File: config.mk
export PLATFORM = sky130hd
export DESIGN_NAME = line_rasterizer_flat
export DESIGN_NICKNAME = d
export VERILOG_FILES = /design/src/lr_pkg.sv /design/src/lr_if.sv /design/src/lr_step.sv /design/src/lr_addr.sv /design/src/line_rasterizer.sv /design/src/flat_wrapper.sv
export SDC_FILE = /design/constraint.sdc
export NUM_CORES = 1
export LEC_CHECK = 0
export BUFFER_PORTS_ARGS = -buffer_cell sky130_fd_sc_hd__buf_2
export CORE_MARGIN = 3
export CORE_UTILIZATION = 40
export CTS_CLUSTER_SIZE = 20
export DETAILED_ROUTE_END_ITERATION = 6
export PLACE_DENSITY = 0.64
export SYNTH_ARGS = -nofsm -noshare
export SYNTH_HDL_FRONTEND = slang
export SYNTH_SLANG_ARGS = --single-unit
File: constraint.sdc
create_clock -name i_clk -period 7.5 [get_ports i_clk]
set_input_delay 0.375 -clock i_clk [delete_from_list [all_inputs] [get_ports i_clk]]
set_output_delay 0.375 -clock i_clk [all_outputs]
set_load 0.005 [all_outputs]
File: src/lr_pkg.sv
`timescale 1ns / 1ps
// ----------------------------------------------------------------------------
// lr_pkg
// Shared constants of the line rasterizer: command codes, register indexes
// and register reset values.
// ----------------------------------------------------------------------------
package lr_pkg;

    localparam logic CMD_START = 1'b0;
    localparam logic CMD_STEP  = 1'b1;

    localparam logic REG_FB_BASE = 1'b0;
    localparam logic REG_WPL     = 1'b1;

    localparam int APB_ADDR_BITS = 3;
    localparam int DATA_BITS     = 32;
    localparam int WPL_BITS      = 13;

    localparam logic [DATA_BITS-1:0] FB_BASE_RESET = 32'h2800_0000;
    localparam logic [WPL_BITS-1:0]  WPL_RESET     = 13'd800;

endpackage

File: src/lr_if.sv
`timescale 1ns / 1ps
// ----------------------------------------------------------------------------
// lr_cmd_if / lr_pix_if
// Valid/ready channels for line commands and for generated pixels.
// ----------------------------------------------------------------------------
interface lr_cmd_if #(parameter int COORD_BITS = 12) ();
    logic                  valid;
    logic                  ready;
    logic                  command;
    logic [COORD_BITS-1:0] start_x;
    logic [COORD_BITS-1:0] start_y;
    logic [COORD_BITS-1:0] end_x;
    logic [COORD_BITS-1:0] end_y;
    logic [31:0]           color;

    modport source (output valid, command, start_x, start_y, end_x, end_y, color,
                    input ready);
    modport sink   (input valid, command, start_x, start_y, end_x, end_y, color,
                    output ready);
endinterface

interface lr_pix_if #(parameter int COORD_BITS = 12) ();
    logic                  valid;
    logic                  ready;
    logic [COORD_BITS-1:0] pixel_x;
    logic [COORD_BITS-1:0] pixel_y;
    logic [31:0]           word_address;
    logic [31:0]           pixel_color;
    logic                  last_pixel;

    modport source (output valid, pixel_x, pixel_y, word_address, pixel_color,
                    last_pixel, input ready);
    modport sink   (input valid, pixel_x, pixel_y, word_address, pixel_color,
                    last_pixel, output ready);
endinterface

File: src/lr_step.sv
`timescale 1ns / 1ps
// ----------------------------------------------------------------------------
// lr_step
// Bresenham line state. A start request loads the line set-up; a step request
// captures the current pixel into the stage register and advances the walk, if the line has pixels left.
// ----------------------------------------------------------------------------
module lr_step
    import lr_pkg::*;
#(
    parameter int COORD_BITS = 12
) (
    input  logic                  i_clk,
    input  logic                  i_rst_n,
    input  logic                  i_acc,
    input  logic                  i_command,
    input  logic [COORD_BITS-1:0] i_start_x,
    input  logic [COORD_BITS-1:0] i_start_y,
    input  logic [COORD_BITS-1:0] i_end_x,
    input  logic [COORD_BITS-1:0] i_end_y,
    input  logic [31:0]           i_color,
    input  logic                  i_adv,
    output logic                  o_valid,
    output logic [COORD_BITS-1:0] o_pixel_x,
    output logic [COORD_BITS-1:0] o_pixel_y,
    output logic [31:0]           o_color,
    output logic                  o_last
);

    localparam int ERR_BITS = COORD_BITS + 3;

    logic [COORD_BITS-1:0]      r_cur_x, r_cur_y, r_left, r_adx, r_ady;
    logic signed [ERR_BITS-1:0] r_err;
    logic                       r_xdn, r_ydn, r_ymaj;
    logic [31:0]                r_line_color;
    logic                       r_valid;
    logic [COORD_BITS-1:0]      r_px, r_py;
    logic [31:0]                r_pcol;
    logic                       r_plast;

    // Start set-up.
    logic                  n_xdn, n_ydn, n_ymaj;
    logic [COORD_BITS-1:0] n_adx, n_ady, n_major_st;

    // Step datapath.
    logic [COORD_BITS-1:0]      w_major, w_minor, w_x_mv, w_y_mv;
    logic signed [ERR_BITS-1:0] w_e_add, w_e_sub;
    logic                       w_bump, w_emit;

    always_comb begin
        n_xdn      = i_end_x < i_start_x;
        n_ydn      = i_end_y < i_start_y;
        n_adx      = n_xdn ? i_start_x - i_end_x : i_end_x - i_start_x;
        n_ady      = n_ydn ? i_start_y - i_end_y : i_end_y - i_start_y;
        n_ymaj     = n_ady > n_adx;
        n_major_st = n_ymaj ? n_ady : n_adx;
    end

    always_comb begin
        w_major = r_ymaj ? r_ady : r_adx;
        w_minor = r_ymaj ? r_adx : r_ady;
        w_e_add = r_err + $signed({2'b00, w_minor, 1'b0});
        w_e_sub = w_e_add - $signed({2'b00, w_major, 1'b0});
        // A non-negative error term moves the walk along the minor axis too.
        w_bump  = !w_e_add[ERR_BITS-1];
        w_x_mv  = r_xdn ? r_cur_x - COORD_BITS'(1) : r_cur_x + COORD_BITS'(1);
        w_y_mv  = r_ydn ? r_cur_y - COORD_BITS'(1) : r_cur_y + COORD_BITS'(1);
        w_emit  = i_acc && (i_command == CMD_STEP) && (r_left != '0);
    end

    always_ff @(posedge i_clk) begin
        if (!i_rst_n) begin
            r_cur_x      <= '0;
            r_cur_y      <= '0;
            r_err        <= '0;
            r_left       <= '0;
            r_adx        <= '0;
            r_ady        <= '0;
            r_xdn        <= 1'b0;
            r_ydn        <= 1'b0;
            r_ymaj       <= 1'b0;
            r_line_color <= '0;
            r_valid      <= 1'b0;
        end else begin
            if (i_acc && (i_command == CMD_START)) begin
                r_cur_x      <= i_start_x;
                r_cur_y      <= i_start_y;
                r_err        <= ERR_BITS'(0) - {3'b000, n_major_st};
                r_left       <= n_major_st;
                r_adx        <= n_adx;
                r_ady        <= n_ady;
                r_xdn        <= n_xdn;
                r_ydn        <= n_ydn;
                r_ymaj       <= n_ymaj;
                r_line_color <= i_color;
            end else if (w_emit) begin
                if (r_ymaj) begin
                    r_cur_y <= w_y_mv;
                    if (w_bump) begin
                        r_cur_x <= w_x_mv;
                    end
                end else begin
                    r_cur_x <= w_x_mv;
                    if (w_bump) begin
                        r_cur_y <= w_y_mv;
                    end
                end
                r_err  <= w_bump ? w_e_sub : w_e_add;
                r_left <= r_left - COORD_BITS'(1);
            end
            if (i_acc) begin
                r_valid <= w_emit;
            end else if (i_adv) begin
                r_valid <= 1'b0;
            end
        end
    end

    always_ff @(posedge i_clk) begin
        if (w_emit) begin
            r_px    <= r_cur_x;
            r_py    <= r_cur_y;
            r_pcol  <= r_line_color;
            r_plast <= r_left == COORD_BITS'(1);
        end
    end

    assign o_valid   = r_valid;
    assign o_pixel_x = r_px;
    assign o_pixel_y = r_py;
    assign o_color   = r_pcol;
    assign o_last    = r_plast;

endmodule

File: src/lr_addr.sv
`timescale 1ns / 1ps
// ----------------------------------------------------------------------------
// lr_addr
// Output register stage: forms the frame-buffer byte address of a pixel from
// the row stride multiply and holds the pixel until it is taken.
// ----------------------------------------------------------------------------
module lr_addr
    import lr_pkg::*;
#(
    parameter int COORD_BITS = 12
) (
    input  logic                  i_clk,
    input  logic                  i_load,
    input  logic [COORD_BITS-1:0] i_pixel_x,
    input  logic [COORD_BITS-1:0] i_pixel_y,
    input  logic [31:0]           i_color,
    input  logic                  i_last,
    input  logic [DATA_BITS-1:0]  i_fb_base,
    input  logic [WPL_BITS-1:0]   i_wpl,
    output logic [COORD_BITS-1:0] o_pixel_x,
    output logic [COORD_BITS-1:0] o_pixel_y,
    output logic [31:0]           o_word_address,
    output logic [31:0]           o_pixel_color,
    output logic                  o_last_pixel
);

    localparam int PROD_BITS = COORD_BITS + WPL_BITS;

    logic [PROD_BITS-1:0] w_prod;
    logic [31:0]          w_word, w_addr;
    logic [COORD_BITS-1:0] r_px, r_py;
    logic [31:0]           r_addr, r_col;
    logic                  r_last;

    always_comb begin
        w_prod = {WPL_BITS'(0), i_pixel_y} * {COORD_BITS'(0), i_wpl};
        w_word = 32'(w_prod) + 32'(i_pixel_x);
        // Words are four bytes; the sum wraps at 32 bits.
        w_addr = i_fb_base + {w_word[29:0], 2'b00};
    end

    always_ff @(posedge i_clk) begin
        if (i_load) begin
            r_px   <= i_pixel_x;
            r_py   <= i_pixel_y;
            r_addr <= w_addr;
            r_col  <= i_color;
            r_last <= i_last;
        end
    end

    assign o_pixel_x      = r_px;
    assign o_pixel_y      = r_py;
    assign o_word_address = r_addr;
    assign o_pixel_color  = r_col;
    assign o_last_pixel   = r_last;

endmodule

File: src/line_rasterizer.sv
`timescale 1ns / 1ps
// ----------------------------------------------------------------------------
// line_rasterizer
// Bresenham line generator with APB configuration of frame-buffer base and
// row stride. Emits one pixel with its word address per step request.
// ----------------------------------------------------------------------------
// A pixel is registered in the step stage, then in the output stage, where
// the stride multiply sits. Throughput: one request per cycle when not
// stalled; start requests and steps with no active line produce no pixel.
// Reset (synchronous, active low): no line active, pipeline empty,
// fb_base = 0x28000000, words_per_line = 800.
// ----------------------------------------------------------------------------
module line_rasterizer
    import lr_pkg::*;
#(
    parameter int COORD_BITS = 12
) (
    input  logic                     i_clk,
    input  logic                     i_rst_n,
    lr_cmd_if.sink                   i_cmd,
    lr_pix_if.source                 o_pix,
    input  logic                     psel,
    input  logic                     penable,
    input  logic                     pwrite,
    input  logic [APB_ADDR_BITS-1:0] paddr,
    input  logic [DATA_BITS-1:0]     pwdata,
    output logic [DATA_BITS-1:0]     prdata,
    output logic                     pready
);

    logic [DATA_BITS-1:0] r_fb_base;
    logic [WPL_BITS-1:0]  r_wpl;
    logic                 r_out_valid;

    logic                  w_s1_valid, w_s1_adv, w_acc, w_s1_last;
    logic [COORD_BITS-1:0] w_s1_x, w_s1_y;
    logic [31:0]           w_s1_color;

    // Configuration port.
    assign pready = 1'b1;

    always_ff @(posedge i_clk) begin
        if (!i_rst_n) begin
            r_fb_base <= FB_BASE_RESET;
            r_wpl     <= WPL_RESET;
        end else if (psel && penable && pwrite) begin
            unique case (paddr[2])
                REG_FB_BASE: r_fb_base <= pwdata;
                REG_WPL:     r_wpl     <= pwdata[WPL_BITS-1:0];
                default:     ;
            endcase
        end
    end

    always_comb begin
        unique case (paddr[2])
            REG_FB_BASE: prdata = r_fb_base;
            REG_WPL:     prdata = DATA_BITS'(r_wpl);
            default:     prdata = '0;
        endcase
    end

    // Two-stage pipeline; each stage moves on when the one after it is free.
    assign w_s1_adv    = !r_out_valid || o_pix.ready;
    assign i_cmd.ready = !w_s1_valid || w_s1_adv;
    assign w_acc       = i_cmd.valid && i_cmd.ready;

    lr_step #(
        .COORD_BITS (COORD_BITS)
    ) u_step (
        .i_clk     (i_clk),
        .i_rst_n   (i_rst_n),
        .i_acc     (w_acc),
        .i_command (i_cmd.command),
        .i_start_x (i_cmd.start_x),
        .i_start_y (i_cmd.start_y),
        .i_end_x   (i_cmd.end_x),
        .i_end_y   (i_cmd.end_y),
        .i_color   (i_cmd.color),
        .i_adv     (w_s1_adv),
        .o_valid   (w_s1_valid),
        .o_pixel_x (w_s1_x),
        .o_pixel_y (w_s1_y),
        .o_color   (w_s1_color),
        .o_last    (w_s1_last)
    );

    always_ff @(posedge i_clk) begin
        if (!i_rst_n) begin
            r_out_valid <= 1'b0;
        end else if (w_s1_adv) begin
            r_out_valid <= w_s1_valid;
        end
    end

    lr_addr #(
        .COORD_BITS (COORD_BITS)
    ) u_addr (
        .i_clk          (i_clk),
        .i_load         (w_s1_adv && w_s1_valid),
        .i_pixel_x      (w_s1_x),
        .i_pixel_y      (w_s1_y),
        .i_color        (w_s1_color),
        .i_last         (w_s1_last),
        .i_fb_base      (r_fb_base),
        .i_wpl          (r_wpl),
        .o_pixel_x      (o_pix.pixel_x),
        .o_pixel_y      (o_pix.pixel_y),
        .o_word_address (o_pix.word_address),
        .o_pixel_color  (o_pix.pixel_color),
        .o_last_pixel   (o_pix.last_pixel)
    );

    assign o_pix.valid = r_out_valid;

endmodule

File: src/flat_wrapper.sv
// flat-port wrapper written by rule: the top's interface ports become plain ports
module line_rasterizer_flat import lr_pkg::*;
#(
    parameter int COORD_BITS = 12
)
  (i_clk, i_rst_n, psel, penable, pwrite, paddr, pwdata, prdata, pready, i_cmd_valid, i_cmd_command, i_cmd_start_x, i_cmd_start_y, i_cmd_end_x, i_cmd_end_y, i_cmd_color, i_cmd_ready, o_pix_valid, o_pix_pixel_x, o_pix_pixel_y, o_pix_word_address, o_pix_pixel_color, o_pix_last_pixel, o_pix_ready);
  lr_cmd_if #(.COORD_BITS(COORD_BITS)) i_cmd_i ();
  lr_pix_if #(.COORD_BITS(COORD_BITS)) o_pix_i ();
  input  logic i_clk;
  input  logic i_rst_n;
  input  logic psel;
  input  logic penable;
  input  logic pwrite;
  input  logic [APB_ADDR_BITS-1:0] paddr;
  input  logic [DATA_BITS-1:0] pwdata;
  output logic [DATA_BITS-1:0] prdata;
  output logic pready;
  input wire logic [$bits(i_cmd_i.valid)-1:0] i_cmd_valid;
  input wire logic [$bits(i_cmd_i.command)-1:0] i_cmd_command;
  input wire logic [$bits(i_cmd_i.start_x)-1:0] i_cmd_start_x;
  input wire logic [$bits(i_cmd_i.start_y)-1:0] i_cmd_start_y;
  input wire logic [$bits(i_cmd_i.end_x)-1:0] i_cmd_end_x;
  input wire logic [$bits(i_cmd_i.end_y)-1:0] i_cmd_end_y;
  input wire logic [$bits(i_cmd_i.color)-1:0] i_cmd_color;
  output wire logic [$bits(i_cmd_i.ready)-1:0] i_cmd_ready;
  output wire logic [$bits(o_pix_i.valid)-1:0] o_pix_valid;
  output wire logic [$bits(o_pix_i.pixel_x)-1:0] o_pix_pixel_x;
  output wire logic [$bits(o_pix_i.pixel_y)-1:0] o_pix_pixel_y;
  output wire logic [$bits(o_pix_i.word_address)-1:0] o_pix_word_address;
  output wire logic [$bits(o_pix_i.pixel_color)-1:0] o_pix_pixel_color;
  output wire logic [$bits(o_pix_i.last_pixel)-1:0] o_pix_last_pixel;
  input wire logic [$bits(o_pix_i.ready)-1:0] o_pix_ready;
  assign i_cmd_i.valid = i_cmd_valid;
  assign i_cmd_i.command = i_cmd_command;
  assign i_cmd_i.start_x = i_cmd_start_x;
  assign i_cmd_i.start_y = i_cmd_start_y;
  assign i_cmd_i.end_x = i_cmd_end_x;
  assign i_cmd_i.end_y = i_cmd_end_y;
  assign i_cmd_i.color = i_cmd_color;
  assign i_cmd_ready = i_cmd_i.ready;
  assign o_pix_valid = o_pix_i.valid;
  assign o_pix_pixel_x = o_pix_i.pixel_x;
  assign o_pix_pixel_y = o_pix_i.pixel_y;
  assign o_pix_word_address = o_pix_i.word_address;
  assign o_pix_pixel_color = o_pix_i.pixel_color;
  assign o_pix_last_pixel = o_pix_i.last_pixel;
  assign o_pix_i.ready = o_pix_ready;
  line_rasterizer #(.COORD_BITS(COORD_BITS)) u_core (.i_clk(i_clk), .i_rst_n(i_rst_n), .i_cmd(i_cmd_i), .o_pix(o_pix_i), .psel(psel), .penable(penable), .pwrite(pwrite), .paddr(paddr), .pwdata(pwdata), .prdata(prdata), .pready(pready));
endmodule
== Word level (Yosys, flattened, before mapping) ==
Index checks and enable logic that the tools add are counted.
W data, S select, Z words.

* Flip-flop bits (word level): 303
* Bits in latches: 0
* Output and inout bits: 124
* Word-level logic and storage cells: 87
* Bits in read-only memories: 0
* Input port bits: 123
* Memory bits (writable): 0
* Memories kept: 0

* $add $sub $neg: 14
* Reduce and logical (&&, ||, !) cells: 18
* Div/mod/pow operators: 0
* Shifts and indexed selects: 0
* Equality and inequality tests: 3
* Bitwise gates (word level): 2
* $lt $le $gt $ge: 3
* $mul: 1
* Muxes and demuxes: 23

{| class="wikitable"
|+ Operators with widths
! operator !! number
|-
| $mux W12 || 17
|-
| $pmux W32 S2 || 1
|-
| $sub A12 B12 Y12 || 4
|-
| $mux W15 || 3
|-
| $sub A12 B1 Y12 const B || 3
|-
| $add A32 B28 Y32 || 1
|-
| $add A25 B12 Y26 || 1
|-
| $mul A12 B13 Y25 || 1
|-
| $add A12 B1 Y12 const B || 2
|-
| $lt A12 B12 Y1 || 2
|-
| $add A15 B14 Y15 || 1
|-
| $sub A15 B14 Y15 || 1
|-
| $sub A1 B12 Y13 const A || 1
|-
| $eq A12 B1 Y1 const B || 1
|-
| $gt A12 B12 Y1 || 1
|-
| $reduce_bool A12 Y1 || 1
|-
| $reduce_and A2 Y1 || 4
|-
| $logic_and A1 B1 Y1 || 7
|-
| $ne A3 B2 Y1 const B || 2
|-
| $reduce_bool A2 Y1 || 2
|-
| $logic_not A1 Y1 || 2
|-
| $logic_or A1 B1 Y1 || 2
|-
| $mux W1 || 2
|-
| $not A1 Y1 || 2
|}

== Logic depth before layout (Yosys ltp) ==
* Word-level depth: 8
* Gate-level depth with buffers: 31

== Hierarchy ==
From an unflattened synthesis, not the netlist that was laid out.

* Cell total of the unflattened synthesis: 2,510
* Area total of the unflattened synthesis: 23,259.8 µm²

{| class="wikitable"
|+ Modules (own cells, without submodules)
! module !! sequential area each (µm²) !! times used !! cells an instance !! area each (µm²)
|-
| lr_step || 3,913.8 || 1 || 1,310 || 11,227.0
|-
| lr_addr || 2,672.6 || 1 || 967 || 9,860.7
|-
| line_rasterizer || 920.9 || 1 || 233 || 2,172.1
|}

== Least setup slack after synthesis ==
OpenSTA, ideal clock, no wires.

* Kind: flip-flop to flip-flop
* Start: register u_core.u_step.r_py[0], in the netlist u_core.u_step.o_pixel_y[0]
* End: register u_core.u_addr.r_addr[29], in the netlist u_core.u_addr.o_word_address[29], data pin
* Path slack: 0.166 ns
* Period minus slack after synthesis: 7.334 ns
* Buffers on the path: 1
* Data arrival time: 7.176 ns
* Stages on the path, launching flop included: 29
* Cell sequence: edfxtp_1 > clkbuf_1 > and2_1 > fa_1 > inv_1 > fa_1 > inv_1 > fa_1 > fa_1 > inv_1 > fa_1 > inv_1 > ha_1 > and2_1 > a221oi_1 > nand2_1 > o31ai_1 > o21ai_0 > a21oi_1 > xnor2_1 > ha_1 > a21o_1 > a21o_1 > a21o_1 > a21oi_1 > o21ai_0 > a41oi_1 > or4b_2 > o211ai_1

* Word-level cells in the longest chain between the ends: 3

{| class="wikitable"
|+ RTL lines
! item !! RTL line !! text
|-
| start: declaration || lr_step.sv:36 || <nowiki>logic [COORD_BITS-1:0] r_px, r_py;</nowiki>
|-
| start signal: assignment || lr_step.sv:121 || <nowiki>r_py <= r_cur_y;</nowiki>
|-
| $mul A12 B13 Y25 || lr_addr.sv:36 || <nowiki>w_prod = {WPL_BITS'(0), i_pixel_y} * {COORD_BITS'(0), i_wpl};</nowiki>
|-
| $add A25 B12 Y26 || lr_addr.sv:37 || <nowiki>w_word = 32'(w_prod) + 32'(i_pixel_x);</nowiki>
|-
| $add A32 B28 Y32 || lr_addr.sv:39 || <nowiki>w_addr = i_fb_base + {w_word[29:0], 2'b00};</nowiki>
|-
| net u_core.u_addr.w_addr[29] || lr_addr.sv:30 || <nowiki>logic [31:0] w_word, w_addr;</nowiki>
|-
| end signal: assignment || lr_addr.sv:46 || <nowiki>r_addr <= w_addr;</nowiki>
|-
| end: declaration || lr_addr.sv:32 || <nowiki>logic [31:0] r_addr, r_col;</nowiki>
|}

The timed path passes the listed nets, and every way through them passes these cells.
A chain may end at the register's enable or synchronous reset.

== Worst setup path after layout ==
* Start: register u_core.u_step.r_py[2], in the netlist u_core.u_step.o_pixel_y[2]
* End: register u_core.u_addr.r_addr[30], in the netlist u_core.u_addr.o_word_address[30], data pin

Same word-level chain as after synthesis.

==> out/results.tsv <==
metric	value	unit
outcome	complete, no violations	
initial core utilization	40.8	%
Fill cells	5246	
WP data required	7800	ps
fin crit share	96.3	%
Main synth FF type	dfxtp_1	
area occupied by multi-input gates	14000	sq um
Post-Syn Nets	2923	
Routed wire per std cell	18.0	um
Hold WC Path Type	in -> reg	
setup TNS	0	ps
pwr dens	285	nW/um^2
#FFs+latches synth	302	
Register Area	7510	sq um
Vias/cell	5.27	
drt first pass iters	5	
CTS tree	built	
Sw Ratio	38.7	%
endpoints failing setup	0	
most frequent cells in the layout	nand2_1 (296), inv_1 (275), buf_2 (243)	
first-pass GRT wire length	99100	um
largest net degree at the start of global routing	74	
sw power	0.00294	W
Final Util	47.7	%
MaxCap Viol Count	0	
Startpoint Class	flop	
Max Buffers Root-to-Sink	3	
number of global-route vias before repair	18500	
Slew headroom	20.8	%
critical path arrival	7520	ps
post-synthesis cell area	22800	sq um
Fin. Hold Viols	0	
initial drt markers	1148	
TritonCTS Buffers	36	
gpl congestion	0.898	
Post-synth EDFFs	146	
Pins Over Slew Limit	0	
cell family with most CP delay	adder cells	
share of layout cells above drive strength 1	17.7	%
P_leak	12.0	nW
Die H	245	um
WS Path Type	reg -> reg	
most area-hungry cell type in the Yosys netlist	edfxtp_1	
Async SR Flop Fraction	0	%
Setup Skew	21.9	ps
maximum clock rate	139	MHz
logic gate share of total power	48.3	%
Worst Path Max Fanout	7	
clock power share	24.4	%
# IOs	247	
CTS HTree Levels	2	
fin worst setup slack	280	ps
Worst-Margin Slew	1180	ps
clk slew on worst S/H paths	60	ps
Root Buffer	clkbuf_16	
critical path's slowest cell	fa_2	
commonest non-fill, non-tap cell in the layout	nand2_1	
Syn. warnings	0	
Critical Path Max Stage Delay	560	ps
site row count	86	
pre-CTS setup slack	-143	ps
share of the synthesized area in the top cell type	19.3	%
crit-path most repeated cell	inv_1	
Final ANT Viol Nets	0	
top post-synthesis cells by area	edfxtp_1 (19%), dfxtp_1 (14%), fa_1 (12%), ha_1 (11%), nand2_1 (4.9%)	
HPWL after DPL	49200	um
kind of end point of the critical path	flop	
internal power	0.00464	W
Post-Syn Instances	2461	
Final Instance Area	26600	sq um
Clock Latency Late Sink	560	ps
Seq pwr share	27.2	%
Bufs and invs on worst path	10	
syn_area_per_cell	9.25	sq um
Power Total	0.00758	W
Synth cell types	90	
min cycle time layout	7220	ps
Area Overhead vs Synth	16.9	%
initial antenna violation count	5	
RSZ-0062 raised after global routing	true	
peak supply drop	0.000183	V
final wirelength	63200	um
Post-Place Cell Area	25100	sq um
drt drc	0	
Overflow after GRT	0	
nets@finish	3183	
vias after detailed routing	18500	
die width	245	um
share of the yosys chip area belonging to registers	33.0	%
core area	55700	sq um
die area	59800	sq um
clock sinks	302	
port bufs	243	
GRT Resource Usage Total	20.7	%
CTS Hold Bufs	0	
-- state kept, by name (all words and copies together) (netlist names), 13 cells and up --
name,cells
u_core.u_step.r_err,14
u_core.r_fb_base,32
u_core.u_step.o_color,32
u_core.u_step.r_line_color,32
u_core.r_wpl,13
u_core.u_addr.o_pixel_color,32
u_core.u_addr.o_word_address,32
-- power groups by stage --
| stage | Combinational [W] | Sequential (W) | Clock (W) |
|---|---|---|---|
| 2_1_floorplan | 0.00250 | 0.00207 | 0 |
| 3_3_place_gp | 0.00343 | 0.00209 | 0 |
| 3_5_place_dp | 0.00349 | 0.00210 | 0 |
| 4_1_cts | 0.00353 | 0.00206 | 0.00189 |
| 5_1_grt | 0.00409 | 0.00208 | 0.00196 |
| 6_report | 0.00366 | 0.00207 | 0.00185 |
-- repair_timing --
item                       CTS  global route
setup buffers                1             3
pin swaps                    1            38
cloned                       0             0
setup endpoints to repair    3             7
resized for setup            2            52
-- cell families (layout without fill, tap and decap cells) --
kind of cell / count (synthesis) / in the layout / synth area share, %
fa+ha+maj: 339 / 339 / 23.0
simple gates: 716 / 716 / 14.8
flops: 302 / 302 / 33.0
compound gates: 545 / 545 / 15.2
other cells: 1 / 6 / 0.0165
buf+inv: 377 / 665 / 6.29
xor+xnor: 104 / 104 / 4.07
mux: 77 / 77 / 3.63
-- cells in the mapped netlist (all sizes together), types with 17 or more instances --
| cell | n |
|---|---|
| and2 | 99 |
| o21bai | 17 |
| inv | 278 |
| ha | 208 |
| nand3 | 37 |
| o21a | 19 |
| o21ai | 93 |
| dfxtp | 156 |
| edfxtp | 146 |
| clkbuf | 86 |
| mux2 | 34 |
| o211ai | 18 |
| nor3 | 44 |
| a211oi | 38 |
| a21oi | 219 |
| mux2i | 43 |
| nor2b | 44 |
| xor2 | 20 |
| xnor2 | 84 |
| nand2 | 298 |
| a21o | 41 |
| fa | 131 |
| nor2 | 129 |
-- worst min-delay path, cell delays in order --
cell and delay (ps):
buf_2 70, nand2_1 40, nand3_1 60
-- worst paths after layout --
kind	start	end	cells past startpoint	slack, ps
worst min register to register	u_core.u_step.o_color[25]$_DFFE_PP_	u_core.u_addr.o_pixel_color[25]$_DFFE_PP_	0	410
worst max-delay path	u_core.u_step.o_pixel_y[2]$_DFFE_PP_	u_core.u_addr.o_word_address[30]$_DFFE_PP_	32	280
worst min-delay path	pwdata[27]	u_core.r_fb_base[27]$_SDFFE_PN1P_	3	40
worst max register to register	u_core.u_step.o_pixel_y[2]$_DFFE_PP_	u_core.u_addr.o_word_address[30]$_DFFE_PP_	32	280
-- through the flow --
step,cells,hold WS (ps)
2_1_floorplan,2461,400
3_3_place_gp,3427,401
3_5_place_dp,3427,405
4_1_cts,3494,16.5
5_1_grt,3501,42.1
6_report,3502,39.8
-- per-layer routing --
metal / GRT usage (%) / wire length (um) / vias up
met4: 7.19 / 2240 / 0
met5: 0 / 0 / -
li1: - / - / 8937
met2: 36.0 / 30500 / 565
met1: 26.2 / 27200 / 8848
met3: 3.07 / 3290 / 117
-- layout make-up --
| type | count | share of cell area (%) |
|---|---|---|
| antenna | 5 | 0.0470 |
| clock buffer | 46 | 3.71 |
| clock inverter | 20 | 0.992 |
| inverter | 278 | 3.93 |
| multi-input combinational | 1782 | 52.8 |
| sequential | 302 | 28.2 |
| tap | 748 | 3.52 |
| timing repair buffer | 321 | 6.80 |
No activity file was read; power rests on OpenSTA's default activity.
